`src/rtl/core/hsl_to_rgb_converter_unit_macros.svh`:
```
// Assertion macros shared by the front and mix stages of the HSL to RGB converter.
`ifndef HSL_TO_RGB_CONVERTER_UNIT_MACROS_SVH
`define HSL_TO_RGB_CONVERTER_UNIT_MACROS_SVH
`ifndef NO_ASSERTIONS
`define HSL_ASSERT_ALWAYS(label, clk, rstn, expr) \
    label: assert property (@(posedge clk) disable iff (!(rstn)) (expr)) \
        else $error("assertion failed: %m");
`define HSL_ASSERT_IMPL(label, clk, rstn, ante, cons) \
    label: assert property (@(posedge clk) disable iff (!(rstn)) (ante) |-> (cons)) \
        else $error("assertion failed: %m");
`define HSL_ASSERT_NEXT(label, clk, rstn, ante, cons) \
    label: assert property (@(posedge clk) disable iff (!(rstn)) (ante) |=> (cons)) \
        else $error("assertion failed: %m");
`else
`define HSL_ASSERT_ALWAYS(label, clk, rstn, expr)
`define HSL_ASSERT_IMPL(label, clk, rstn, ante, cons)
`define HSL_ASSERT_NEXT(label, clk, rstn, ante, cons)
`endif
`endif

```
`src/rtl/core/hsl2rgb_pkg.sv`:
```
// Types, constants and helper functions of the HSL to RGB converter.
`default_nettype none
package hsl2rgb_pkg;

    localparam int unsigned HUE_FULL    = 360;
    localparam int unsigned PCT_FULL    = 100;
    localparam int unsigned SECTOR_DEG  = 60;
    localparam int unsigned HALF_SECTOR = 30;
    localparam int unsigned LIGHT_UNIT  = 6000;
    localparam int unsigned DENOM       = 600000;

    // (v * 255 + 300000) / 600000 == ((v * 17 + 20000) >> 6) / 625
    localparam int unsigned SCALE_MUL   = 17;
    localparam int unsigned ROUND_OFS   = 20000;
    localparam int unsigned PRE_SHIFT   = 6;
    localparam int unsigned PRE_MAX     = 159687;
    // ceil(2^28 / 625), exact for every pre-scaled value up to PRE_MAX
    localparam int unsigned RECIP_M     = 429497;
    localparam int unsigned RECIP_SHIFT = 28;

    typedef enum logic [2:0] {
        SEC_R_Y = 3'd0,
        SEC_Y_G = 3'd1,
        SEC_G_C = 3'd2,
        SEC_C_B = 3'd3,
        SEC_B_M = 3'd4,
        SEC_M_R = 3'd5
    } sector_t;

    typedef struct packed {
        sector_t     sector;
        logic [5:0]  hd;
        logic [13:0] cn;
        logic [6:0]  light;
    } front_t;

    typedef struct packed {
        logic [17:0] z_r;
        logic [17:0] z_g;
        logic [17:0] z_b;
    } chan_t;

    function automatic logic [17:0] pre_scale(input logic [19:0] v);
        logic [23:0] y;
        y = 24'(v) * 24'(SCALE_MUL) + 24'(ROUND_OFS);
        return 18'(y >> PRE_SHIFT);
    endfunction

endpackage
`default_nettype wire

```
`src/rtl/core/hsl2rgb_front.sv`:
```
// Input conditioning, hue sector split and chroma product (two stages).
`default_nettype none
`include "hsl_to_rgb_converter_unit_macros.svh"
module hsl2rgb_front import hsl2rgb_pkg::*; (
    input  logic       aclk,
    input  logic       aresetn,
    input  logic       in_valid,
    output logic       in_ready,
    input  logic [8:0] hue_deg,
    input  logic [6:0] sat_pct,
    input  logic [6:0] light_pct,
    output logic       out_valid,
    input  logic       out_ready,
    output front_t     out_data
);

    logic       v1_reg;
    logic [8:0] h1_reg;
    logic [8:0] h1_next;
    logic [6:0] s1_reg;
    logic [6:0] s1_next;
    logic [6:0] l1_reg;
    logic [6:0] l1_next;
    logic       v2_reg;
    front_t     d2_reg;
    front_t     d2_next;
    logic       ready1;
    logic       ready2;

    logic [8:0] hm_full;
    logic [6:0] hm;
    logic [7:0] twol;
    logic [7:0] l_off;
    logic [6:0] span;

    assign ready2    = !v2_reg || out_ready;
    assign ready1    = !v1_reg || ready2;
    assign in_ready  = ready1;
    assign out_valid = v2_reg;
    assign out_data  = d2_reg;

    // wrap hue, clamp percentages
    always_comb begin
        h1_next = (hue_deg >= 9'(HUE_FULL)) ? hue_deg - 9'(HUE_FULL) : hue_deg;
        s1_next = (sat_pct > 7'(PCT_FULL)) ? 7'(PCT_FULL) : sat_pct;
        l1_next = (light_pct > 7'(PCT_FULL)) ? 7'(PCT_FULL) : light_pct;
    end

    always_comb begin
        if (h1_reg < 9'(SECTOR_DEG)) begin
            d2_next.sector = SEC_R_Y;
            hm_full        = h1_reg;
        end else if (h1_reg < 9'(2 * SECTOR_DEG)) begin
            d2_next.sector = SEC_Y_G;
            hm_full        = h1_reg;
        end else if (h1_reg < 9'(3 * SECTOR_DEG)) begin
            d2_next.sector = SEC_G_C;
            hm_full        = h1_reg - 9'(2 * SECTOR_DEG);
        end else if (h1_reg < 9'(4 * SECTOR_DEG)) begin
            d2_next.sector = SEC_C_B;
            hm_full        = h1_reg - 9'(2 * SECTOR_DEG);
        end else if (h1_reg < 9'(5 * SECTOR_DEG)) begin
            d2_next.sector = SEC_B_M;
            hm_full        = h1_reg - 9'(4 * SECTOR_DEG);
        end else begin
            d2_next.sector = SEC_M_R;
            hm_full        = h1_reg - 9'(4 * SECTOR_DEG);
        end
        hm         = hm_full[6:0];
        d2_next.hd = (hm >= 7'(SECTOR_DEG)) ? 6'(hm - 7'(SECTOR_DEG))
                                            : 6'(7'(SECTOR_DEG) - hm);
        twol       = {l1_reg, 1'b0};
        l_off      = (twol >= 8'(PCT_FULL)) ? twol - 8'(PCT_FULL) : 8'(PCT_FULL) - twol;
        span       = 7'(PCT_FULL) - l_off[6:0];
        d2_next.cn = 14'(span) * 14'(s1_reg);
        d2_next.light = l1_reg;
    end

    always_ff @(posedge aclk) begin
        if (!aresetn) begin
            v1_reg <= 1'b0;
            v2_reg <= 1'b0;
        end else begin
            if (ready1) begin
                v1_reg <= in_valid;
            end
            if (ready2) begin
                v2_reg <= v1_reg;
            end
        end
    end

    always_ff @(posedge aclk) begin
        if (ready1 && in_valid) begin
            h1_reg <= h1_next;
            s1_reg <= s1_next;
            l1_reg <= l1_next;
        end
        if (ready2 && v1_reg) begin
            d2_reg <= d2_next;
        end
    end

    `HSL_ASSERT_IMPL(a_hue_wrapped, aclk, aresetn, v1_reg, h1_reg < 9'(HUE_FULL))
    `HSL_ASSERT_IMPL(a_pct_clamped, aclk, aresetn, v1_reg,
        (s1_reg <= 7'(PCT_FULL)) && (l1_reg <= 7'(PCT_FULL)))
    `HSL_ASSERT_IMPL(a_front_range, aclk, aresetn, v2_reg,
        (d2_reg.cn <= 14'(PCT_FULL * PCT_FULL)) && (d2_reg.hd <= 6'(SECTOR_DEG)))

endmodule
`default_nettype wire

```
`src/rtl/core/hsl2rgb_mix.sv`:
```
// Component products, channel placement and pre-scaling (two stages).
`default_nettype none
`include "hsl_to_rgb_converter_unit_macros.svh"
module hsl2rgb_mix import hsl2rgb_pkg::*; (
    input  logic   aclk,
    input  logic   aresetn,
    input  logic   in_valid,
    output logic   in_ready,
    input  front_t in_data,
    output logic   out_valid,
    input  logic   out_ready,
    output chan_t  out_data
);

    logic        v3_reg;
    sector_t     sec3_reg;
    logic [19:0] cu_reg;
    logic [19:0] cu_next;
    logic [19:0] xu_reg;
    logic [19:0] xu_next;
    logic [19:0] mu_reg;
    logic [19:0] mu_next;
    logic        v4_reg;
    chan_t       z_reg;
    chan_t       z_next;
    logic        ready3;
    logic        ready4;
    logic [19:0] comp_r;
    logic [19:0] comp_g;
    logic [19:0] comp_b;

    assign ready4    = !v4_reg || out_ready;
    assign ready3    = !v3_reg || ready4;
    assign in_ready  = ready3;
    assign out_valid = v4_reg;
    assign out_data  = z_reg;

    always_comb begin
        cu_next = 20'(in_data.cn) * 20'(SECTOR_DEG);
        xu_next = 20'(in_data.cn) * (20'(SECTOR_DEG) - 20'(in_data.hd));
        mu_next = 20'(in_data.light) * 20'(LIGHT_UNIT)
                - 20'(in_data.cn) * 20'(HALF_SECTOR);
    end

    always_comb begin
        case (sec3_reg)
            SEC_R_Y: begin
                comp_r = cu_reg; comp_g = xu_reg; comp_b = '0;
            end
            SEC_Y_G: begin
                comp_r = xu_reg; comp_g = cu_reg; comp_b = '0;
            end
            SEC_G_C: begin
                comp_r = '0; comp_g = cu_reg; comp_b = xu_reg;
            end
            SEC_C_B: begin
                comp_r = '0; comp_g = xu_reg; comp_b = cu_reg;
            end
            SEC_B_M: begin
                comp_r = xu_reg; comp_g = '0; comp_b = cu_reg;
            end
            default: begin
                comp_r = cu_reg; comp_g = '0; comp_b = xu_reg;
            end
        endcase
        z_next.z_r = pre_scale(comp_r + mu_reg);
        z_next.z_g = pre_scale(comp_g + mu_reg);
        z_next.z_b = pre_scale(comp_b + mu_reg);
    end

    always_ff @(posedge aclk) begin
        if (!aresetn) begin
            v3_reg <= 1'b0;
            v4_reg <= 1'b0;
        end else begin
            if (ready3) begin
                v3_reg <= in_valid;
            end
            if (ready4) begin
                v4_reg <= v3_reg;
            end
        end
    end

    always_ff @(posedge aclk) begin
        if (ready3 && in_valid) begin
            sec3_reg <= in_data.sector;
            cu_reg   <= cu_next;
            xu_reg   <= xu_next;
            mu_reg   <= mu_next;
        end
        if (ready4 && v3_reg) begin
            z_reg <= z_next;
        end
    end

    `HSL_ASSERT_IMPL(a_level_bound, aclk, aresetn, v3_reg,
        ({1'b0, cu_reg} + {1'b0, mu_reg}) <= 21'(DENOM))
    `HSL_ASSERT_IMPL(a_second_le_chroma, aclk, aresetn, v3_reg, xu_reg <= cu_reg)
    `HSL_ASSERT_NEXT(a_stall_hold, aclk, aresetn, v4_reg && !out_ready,
        v4_reg && $stable(z_reg))
    `HSL_ASSERT_IMPL(a_prescale_range, aclk, aresetn, v4_reg,
        (z_reg.z_r <= 18'(PRE_MAX)) && (z_reg.z_g <= 18'(PRE_MAX))
        && (z_reg.z_b <= 18'(PRE_MAX)))

endmodule
`default_nettype wire

```
`src/rtl/core/hsl2rgb_scale.sv`:
```
// Final division by 625 through a reciprocal product, into the output register.
`default_nettype none
module hsl2rgb_scale import hsl2rgb_pkg::*; (
    input  logic       aclk,
    input  logic       aresetn,
    input  logic       in_valid,
    output logic       in_ready,
    input  chan_t      in_data,
    output logic       out_valid,
    input  logic       out_ready,
    output logic [7:0] red,
    output logic [7:0] green,
    output logic [7:0] blue
);

    logic        v_reg;
    logic [7:0]  r_reg;
    logic [7:0]  r_next;
    logic [7:0]  g_reg;
    logic [7:0]  g_next;
    logic [7:0]  b_reg;
    logic [7:0]  b_next;
    logic        ready;
    logic [36:0] pr;
    logic [36:0] pg;
    logic [36:0] pb;

    assign ready     = !v_reg || out_ready;
    assign in_ready  = ready;
    assign out_valid = v_reg;
    assign red       = r_reg;
    assign green     = g_reg;
    assign blue      = b_reg;

    always_comb begin
        pr     = 37'(in_data.z_r) * 37'(RECIP_M);
        pg     = 37'(in_data.z_g) * 37'(RECIP_M);
        pb     = 37'(in_data.z_b) * 37'(RECIP_M);
        r_next = 8'(pr >> RECIP_SHIFT);
        g_next = 8'(pg >> RECIP_SHIFT);
        b_next = 8'(pb >> RECIP_SHIFT);
    end

    always_ff @(posedge aclk) begin
        if (!aresetn) begin
            v_reg <= 1'b0;
        end else if (ready) begin
            v_reg <= in_valid;
        end
    end

    always_ff @(posedge aclk) begin
        if (ready && in_valid) begin
            r_reg <= r_next;
            g_reg <= g_next;
            b_reg <= b_next;
        end
    end

endmodule
`default_nettype wire

```
`src/rtl/core/hsl_to_rgb_converter_unit.sv`:
```
// Top level of the HSL to RGB converter.
// Converts one HSL color per request into 8-bit RGB, rounded half up. The datapath is a
// five-stage pipeline (input conditioning, sector and chroma, component products, channel
// placement, reciprocal scaling) that takes one request every clock unless it is full
// behind a stalled output; each request is registered through the stages in that order.
// Each stage holds its own valid bit and advances when the stage after it is empty or
// moving, so a stalled output still lets requests fill the bubbles behind it. Hues of
// 360 and above wrap, percentages above 100 clamp to 100.
`default_nettype none
module hsl_to_rgb_converter_unit import hsl2rgb_pkg::*; (
    input  logic        aclk,
    input  logic        aresetn,
    input  logic        s_tvalid,
    output logic        s_tready,
    input  logic [23:0] s_tdata,   // hue_deg[8:0], sat_pct[15:9], light_pct[22:16], zero
    output logic        m_tvalid,
    input  logic        m_tready,
    output logic [23:0] m_tdata    // red[7:0], green[15:8], blue[23:16]
);

    logic   front_valid;
    logic   front_ready;
    front_t front_data;
    logic   mix_valid;
    logic   mix_ready;
    chan_t  mix_data;
    logic [7:0] red;
    logic [7:0] green;
    logic [7:0] blue;

    hsl2rgb_front u_front (
        .aclk      (aclk),
        .aresetn   (aresetn),
        .in_valid  (s_tvalid),
        .in_ready  (s_tready),
        .hue_deg   (s_tdata[8:0]),
        .sat_pct   (s_tdata[15:9]),
        .light_pct (s_tdata[22:16]),
        .out_valid (front_valid),
        .out_ready (front_ready),
        .out_data  (front_data)
    );

    hsl2rgb_mix u_mix (
        .aclk      (aclk),
        .aresetn   (aresetn),
        .in_valid  (front_valid),
        .in_ready  (front_ready),
        .in_data   (front_data),
        .out_valid (mix_valid),
        .out_ready (mix_ready),
        .out_data  (mix_data)
    );

    hsl2rgb_scale u_scale (
        .aclk      (aclk),
        .aresetn   (aresetn),
        .in_valid  (mix_valid),
        .in_ready  (mix_ready),
        .in_data   (mix_data),
        .out_valid (m_tvalid),
        .out_ready (m_tready),
        .red       (red),
        .green     (green),
        .blue      (blue)
    );

    assign m_tdata = {blue, green, red};

endmodule
`default_nettype wire

```
`config.mk`:
```
export PLATFORM = sky130hd
export DESIGN_NAME = hsl_to_rgb_converter_unit
export DESIGN_NICKNAME = d
export VERILOG_FILES = /design/src/rtl/core/hsl2rgb_pkg.sv /design/src/rtl/core/hsl2rgb_front.sv /design/src/rtl/core/hsl2rgb_mix.sv /design/src/rtl/core/hsl2rgb_scale.sv /design/src/rtl/core/hsl_to_rgb_converter_unit.sv
export VERILOG_INCLUDE_DIRS = /design/src /design/src/rtl/core
export SDC_FILE = /design/constraint.sdc
export NUM_CORES = 2
export LEC_CHECK = 0
export BUFFER_PORTS_ARGS = -buffer_cell sky130_fd_sc_hd__buf_2
export CORE_ASPECT_RATIO = 2
export CORE_MARGIN = 2
export CORE_UTILIZATION = 45
export CTS_CLUSTER_DIAMETER = 50
export DETAILED_ROUTE_END_ITERATION = 16
export GPL_TIMING_DRIVEN = 0
export HOLD_SLACK_MARGIN = 0.1
export PLACE_DENSITY = 0.72
export SYNTH_ARGS = -nofsm -noshare
export SYNTH_HDL_FRONTEND = slang
export SYNTH_SLANG_ARGS = --single-unit
```
`constraint.sdc`:
```
create_clock -name aclk -period 6.91 [get_ports aclk]
set_input_delay 1.0365 -clock aclk [delete_from_list [all_inputs] [get_ports aclk]]
set_output_delay 1.0365 -clock aclk [all_outputs]
set_load 0.02 [all_outputs]
```
* Word level (Yosys, flattened, before mapping)
Index checks and enable logic that the tools add are counted.
Word-level totals: flip-flop bits (word level) 197, logic and storage cells 103, input port bits 28, output and inout bits 26
Cells by class: multiply operators 11, add/subtract/negate cells 16, reduce and logical (&&, ||, !) cells 24, magnitude comparators 10, muxes and demuxes 14, equal/unequal tests 4
Operators by type and width (count):
- $pmux W20 S2 | 3
- $mul A18 B19 Y36 const B | 3
- $add A24 B15 Y24 const B | 3
- $mul A20 B5 Y24 const B | 3
- $add A20 B20 Y20 | 3
- $mul A14 B4 Y18 const B | 2
- $mux W7 | 5
- $sub A7 B7 Y7 const B | 3
- $mul A14 B20 Y20 | 1
- $sub A20 B19 Y20 | 1
- $lt A9 B8 Y1 const B | 2
- $mul A7 B9 Y16 const B | 1
- $gt A7 B7 Y1 const B | 2
- $mul A7 B7 Y14 | 1
- $reduce_or A2 Y1 | 7
- $sub A7 B7 Y7 const A | 2
- $ge A9 B9 Y1 const B | 1
- $lt A9 B6 Y1 const B | 1
- $lt A9 B7 Y1 const B | 1
- $lt A9 B9 Y1 const B | 1
- $mux W9 | 1
- $sub A9 B9 Y9 const B | 1
- $ge A8 B7 Y1 const B | 1
- $ge A7 B6 Y1 const B | 1
- other kinds (14) | 29

* Depth between registers and ports, before layout
depth after elaboration 7, depth in mapped cells 28, mapped depth without buffers 26

* By module
From an unflattened synthesis, not the netlist that was laid out.
Unflattened totals: cells, all modules 3919, area total of the unflattened synthesis 39082.5 um^2
By module, submodules not included:
- hsl2rgb_scale | cells each 1818, times used 1, sequential area each 740.7 um^2, area each 18396.4 um^2
- hsl2rgb_mix | cells each 1714, times used 1, sequential area each 3433.3 um^2, area each 16480.8 um^2
- hsl2rgb_front | cells each 387, times used 1, sequential area each 1601.5 um^2, area each 4205.3 um^2

* Least setup slack after synthesis
OpenSTA, ideal clock, no wires.
path kind flip-flop to flip-flop, start register u_front.d2_reg (netlist bit u_front.out_data[21]), end register u_mix.xu_reg[18] (data pin), library setup time 0.266 ns, path buffers 2, period minus slack after synthesis 6.336 ns, path slack 0.574 ns, required time 6.644 ns, stages on the path, launching flop included 29, arrival 6.070 ns, cells stage by stage edfxtp_1 -> clkbuf_1 -> inv_1 -> ha_1 -> nor2_1 -> xnor2_1 -> clkbuf_1 -> and2_1 -> fa_1 -> inv_1 -> fa_1 -> inv_1 -> ha_1 -> ha_1 -> inv_1 -> fa_1 -> inv_1 -> ha_1 -> ha_1 -> fa_1 -> a21o_1 -> a21oi_1 -> o21bai_1 -> a21oi_1 -> nor2b_1 -> o21a_1 -> o31a_1 -> o41ai_1 -> xnor2_1
On the way: word-level cells in the longest chain between the ends 2
RTL lines:
- start, declared | line hsl2rgb_front.sv:25 | front_t d2_reg;
- start signal, assigned | line hsl2rgb_front.sv:100 | d2_reg <= d2_next;
- $sub A6 B6 Y7 | line hsl2rgb_mix.sv:40 | xu_next = 20'(in_data.cn) * (20'(SECTOR_DEG) - 20'(in_data.hd));
- $mul A14 B20 Y20 | line hsl2rgb_mix.sv:40
- net u_mix.xu_next[18] | line hsl2rgb_mix.sv:20 | logic [19:0] xu_next;
- end signal, assigned | line hsl2rgb_mix.sv:89 | xu_reg <= xu_next;
- end, declared | line hsl2rgb_mix.sv:19 | logic [19:0] xu_reg;
The timed path passes the listed nets, and every way through them passes these cells. A chain may end at the register's enable or synchronous reset.

* Worst setup path after layout
start register u_mix.z_reg (netlist bit u_mix.out_data[15]), end register u_scale.b_reg[7] (netlist: u_scale.blue[7]) (data pin)
On the way: word-level cells in the longest chain between the ends 1
RTL lines:
- start, declared | line hsl2rgb_mix.sv:24 | chan_t z_reg;
- start signal, assigned | line hsl2rgb_mix.sv:93 | z_reg <= z_next;
- $mul A18 B19 Y36 | line hsl2rgb_scale.sv:38 | pb = 37'(in_data.z_b) * 37'(RECIP_M);
- net u_scale.pb[35] | line hsl2rgb_scale.sv:26 | logic [36:0] pb;
- end signal, assigned | line hsl2rgb_scale.sv:56 | b_reg <= b_next;
- end, declared | line hsl2rgb_scale.sv:21 | logic [7:0] b_reg;
The timed path passes the listed nets, and every way through them passes these cells.

==> summary.txt <==
Logic synthesis
  • Syn nets: around 5000
  • Dominant cell by count in the synthesized netlist: inv_1
  • Synth top area cells: fa_1 (29%), ha_1 (26%), edfxtp_1 (15%)
  • Yosys top cell by area: fa_1
  • Prevailing post-synth register cell: edfxtp_1
  • Post-synth EDFFs: 186
  • Seq/Total Area, Yosys: roughly 15%
  • Synthesis-stage register bit count: 191
  • Syn Inst Count: ~3700
  • Synthesis Warnings: 0
  • Syn_area_per_cell: roughly 10 um2
  • Async SR Flop Fraction: 0%
  • Top post-synthesis cells by count: inv_1 (936), ha_1 (773), fa_1 (552), edfxtp_1 (186), xnor2_1 (153)
  • Number of distinct library cells after synthesis: 65
  • Cell Area, Synth: 37900 um2
  • Yosys top cell area share: about 29%

Layout
  • Share of cells above drive strength 1: 5.66%
  • Ant diodes: 0
  • Fin area: between 40000 and 50000 um2
  • Fin nets: roughly 5200
  • Largest register FFs: 54
  • Area Overhead vs Synth: 8.10%

Clock network
  • Clk_lat worst skew: between 0.5 and 0.6 ns
  • H-tree levels: 4
  • Root buf cell: clkbuf_16
  • CTS sink cnt: about 190
  • CTS Hold Bufs: 0
  • CTS tree: yes
  • CTS buffer count: 17
  • Clock-pin slew on the worst setup and hold paths: ~0.08 ns
  • Max clock buf depth: 2

Timing
  • Fin crit period: approximately 6.7 ns
  • Hold_ws: 0.426 ns
  • Worst slew pin tran: roughly 0.94 ns
  • Fin. max-slew vios: 0
  • Achievable frequency: around 0.15 GHz
  • Tcrit/Tclk final: around 97%
  • Final setup fails: 0
  • Hold Fails Final Rpt: 0
  • Clk_skew: 0.0162 ns
  • Worst slew margin: 37.4%

Floorplan
  • # IOs: 54
  • Die Span X: around 210 um
  • Die footprint: 86600 um2
  • Core area: 83500 um2
  • Starting Density: between 40% and 50%
  • Die Height: ~410 um
  • Row count: 150

Setup path
  • Crit path arrival time: 6.99 ns
  • CP cell instances: fa_2, inv_1, fa_1, inv_1, fa_1, fa_1, fa_1, inv_1, fa_1, inv_1, ha_1, and3_1, a221oi_2, a21o_1, a31oi_2, o41a_1, a41o_1, or4_4, a31oi_4, xnor2_1
  • Critical path buffers and inverters: 4
  • Top delay family on crit path: adder cells
  • Crit path top cell by count: fa_1
  • Req. time, crit path: approximately 7.2 ns
  • Crit. End Element: flip-flop
  • Maximum fanout along the worst path: 6
  • Critical path class: flip-flop to flip-flop
  • Crit-path slowest cell: fa_2
  • Slowest stage delay, CP: roughly 0.6 ns
  • Nature of the critical path startpoint: flip-flop

Route
  • Drt first pass iters: 5
  • WL final: around 88000 um
  • DRC errors left: 0
  • Wirelength per Cell: 17.8 um
  • Vias per inst: about 5.3
  • Iter 0 DRT Violations: 928
  • Via count: approximately 26000
  • ANT nets after route: 0

Global route
  • First-pass GRT wire length: around 140000 um
  • Initial antenna violation count: 0
  • Largest net degree at the start of global routing: 36
  • Global Route Usage Sum: 21.2%
  • Number of global-route vias before repair: 29000
  • Total grt overflow: 0

Place
  • Placed cell areas: 39600 um2
  • Dpl hpwl: just under 80000 um
  • RePlAce Congestion: about 1
  • # port buffers: 52

Worst hold path
  • Hold WC Path Type: flip-flop to flip-flop

Status
  • Outcome: finished, final reports clean

Flow run
  • Max cap viols: 0
-- worst register-to-register path: stages, from the launching register on --
cell and delay [ns]:
edfxtp_1 0.55, fa_2 0.62, inv_1 0.05, fa_1 0.52
inv_1 0.06, fa_1 0.57, fa_1 0.47, fa_1 0.59
inv_1 0.07, fa_1 0.54, inv_1 0.04, ha_1 0.27
and3_1 0.19, a221oi_2 0.31, a21o_1 0.17, a31oi_2 0.06
o41a_1 0.44, a41o_1 0.25, or4_4 0.46, a31oi_4 0.18
xnor2_1 0.08
-- routing by layer --
layer  share of wire, %  wire (um)  global-route usage, %
met5                  0          0                      0
met4                9.7       8510                   17.7
met3                2.0       1790                   2.20
met2                 58      50600                   43.3
met1                 31      26800                   17.6
-- path summary, 6_finish.rpt --
path	cells past startpoint	slack [ns]	endpoint	from
max	20	0.18	u_scale.blue[7]	u_mix.out_data[15]
min	0	0.43	u_mix.sec3_reg[0]	u_front.out_data[27]
max reg2reg	20	0.18	u_scale.blue[7]	u_mix.out_data[15]
min reg2reg	0	0.43	u_mix.sec3_reg[0]	u_front.out_data[27]
-- cell usage in the layout (no fill, tap or decap), drive strengths merged, types with 5 or more instances in the layout --
| master | count |
|---|---|
| inv | 942 |
| ha | 773 |
| fa | 552 |
| edfxtp | 186 |
| xnor2 | 153 |
| nor2 | 129 |
| nand2 | 127 |
| a21oi | 112 |
| buf | 110 |
| o21ai | 76 |
| and2 | 67 |
| xor2 | 64 |
| nor3 | 63 |
| a21o | 48 |
| a22o | 47 |
| nand3 | 41 |
| clkbuf | 38 |
| nor2b | 36 |
| nand2b | 32 |
| o21bai | 24 |
| o21a | 20 |
| and3 | 19 |
| a211oi | 18 |
| a31oi | 16 |
| or3 | 12 |
| o211ai | 12 |
| or2 | 9 |
| nand4 | 8 |
| a21boi | 8 |
| a211o | 7 |
| o41ai | 7 |
| clkinv | 7 |
| a41o | 6 |
| o31ai | 6 |
| a221oi | 6 |
| a22oi | 5 |
| o2111ai | 5 |
| o41a | 5 |
| a41oi | 5 |
| dfxtp | 5 |
-- per-stage QoR --
step                instances  worst slack (ns)  util [%]  setup TNS (ns)
floorplan                3717             0.574         -               0
global placement         4833            -0.801      47.2          -33.46
global route             4918          -0.00925      49.0        -0.00925
detailed placement       4837            -0.823      47.4           -2.81
CTS                      4877            0.0145      48.3               0
finish                   4918             0.181      49.0               0
-- cell type report --
type,instances,area (um2)
fillers,7478,42600
multi-input cells,2564,28900
flip-flops and latches,191,5690
inverters,936,3520
well taps,1064,1330
repair buffers,106,714
clock buffers,17,425
clock inverters,15,220
plain buffers,25,121
-- what timing repair did --
item                       in CTS  in global routing
pin swaps                       1                 26
setup endpoints to repair      14                 25
gates resized for setup        21                 65
cloned                          0                  0
setup buffers                   8                 42
-- logic make-up (layout without fill, tap and decap cells) --
family                     after synthesis  in the layout  share of synthesized area [%]
adders and majority gates             1325           1325                           54.7
and+or+nand+nor                        557            557                           7.23
xor gates and xnor gates               217            217                           5.02
muxes                                    6              6                          0.165
buffers and inverters                  962           1099                           9.54
DFF                                    191            191                           15.0
AOI/OAI and AO/OA                      459            459                           8.32
Power is left out: the tool's default activity adds up to more than one toggle a clock period on the data nets, which glitch-free logic cannot reach.
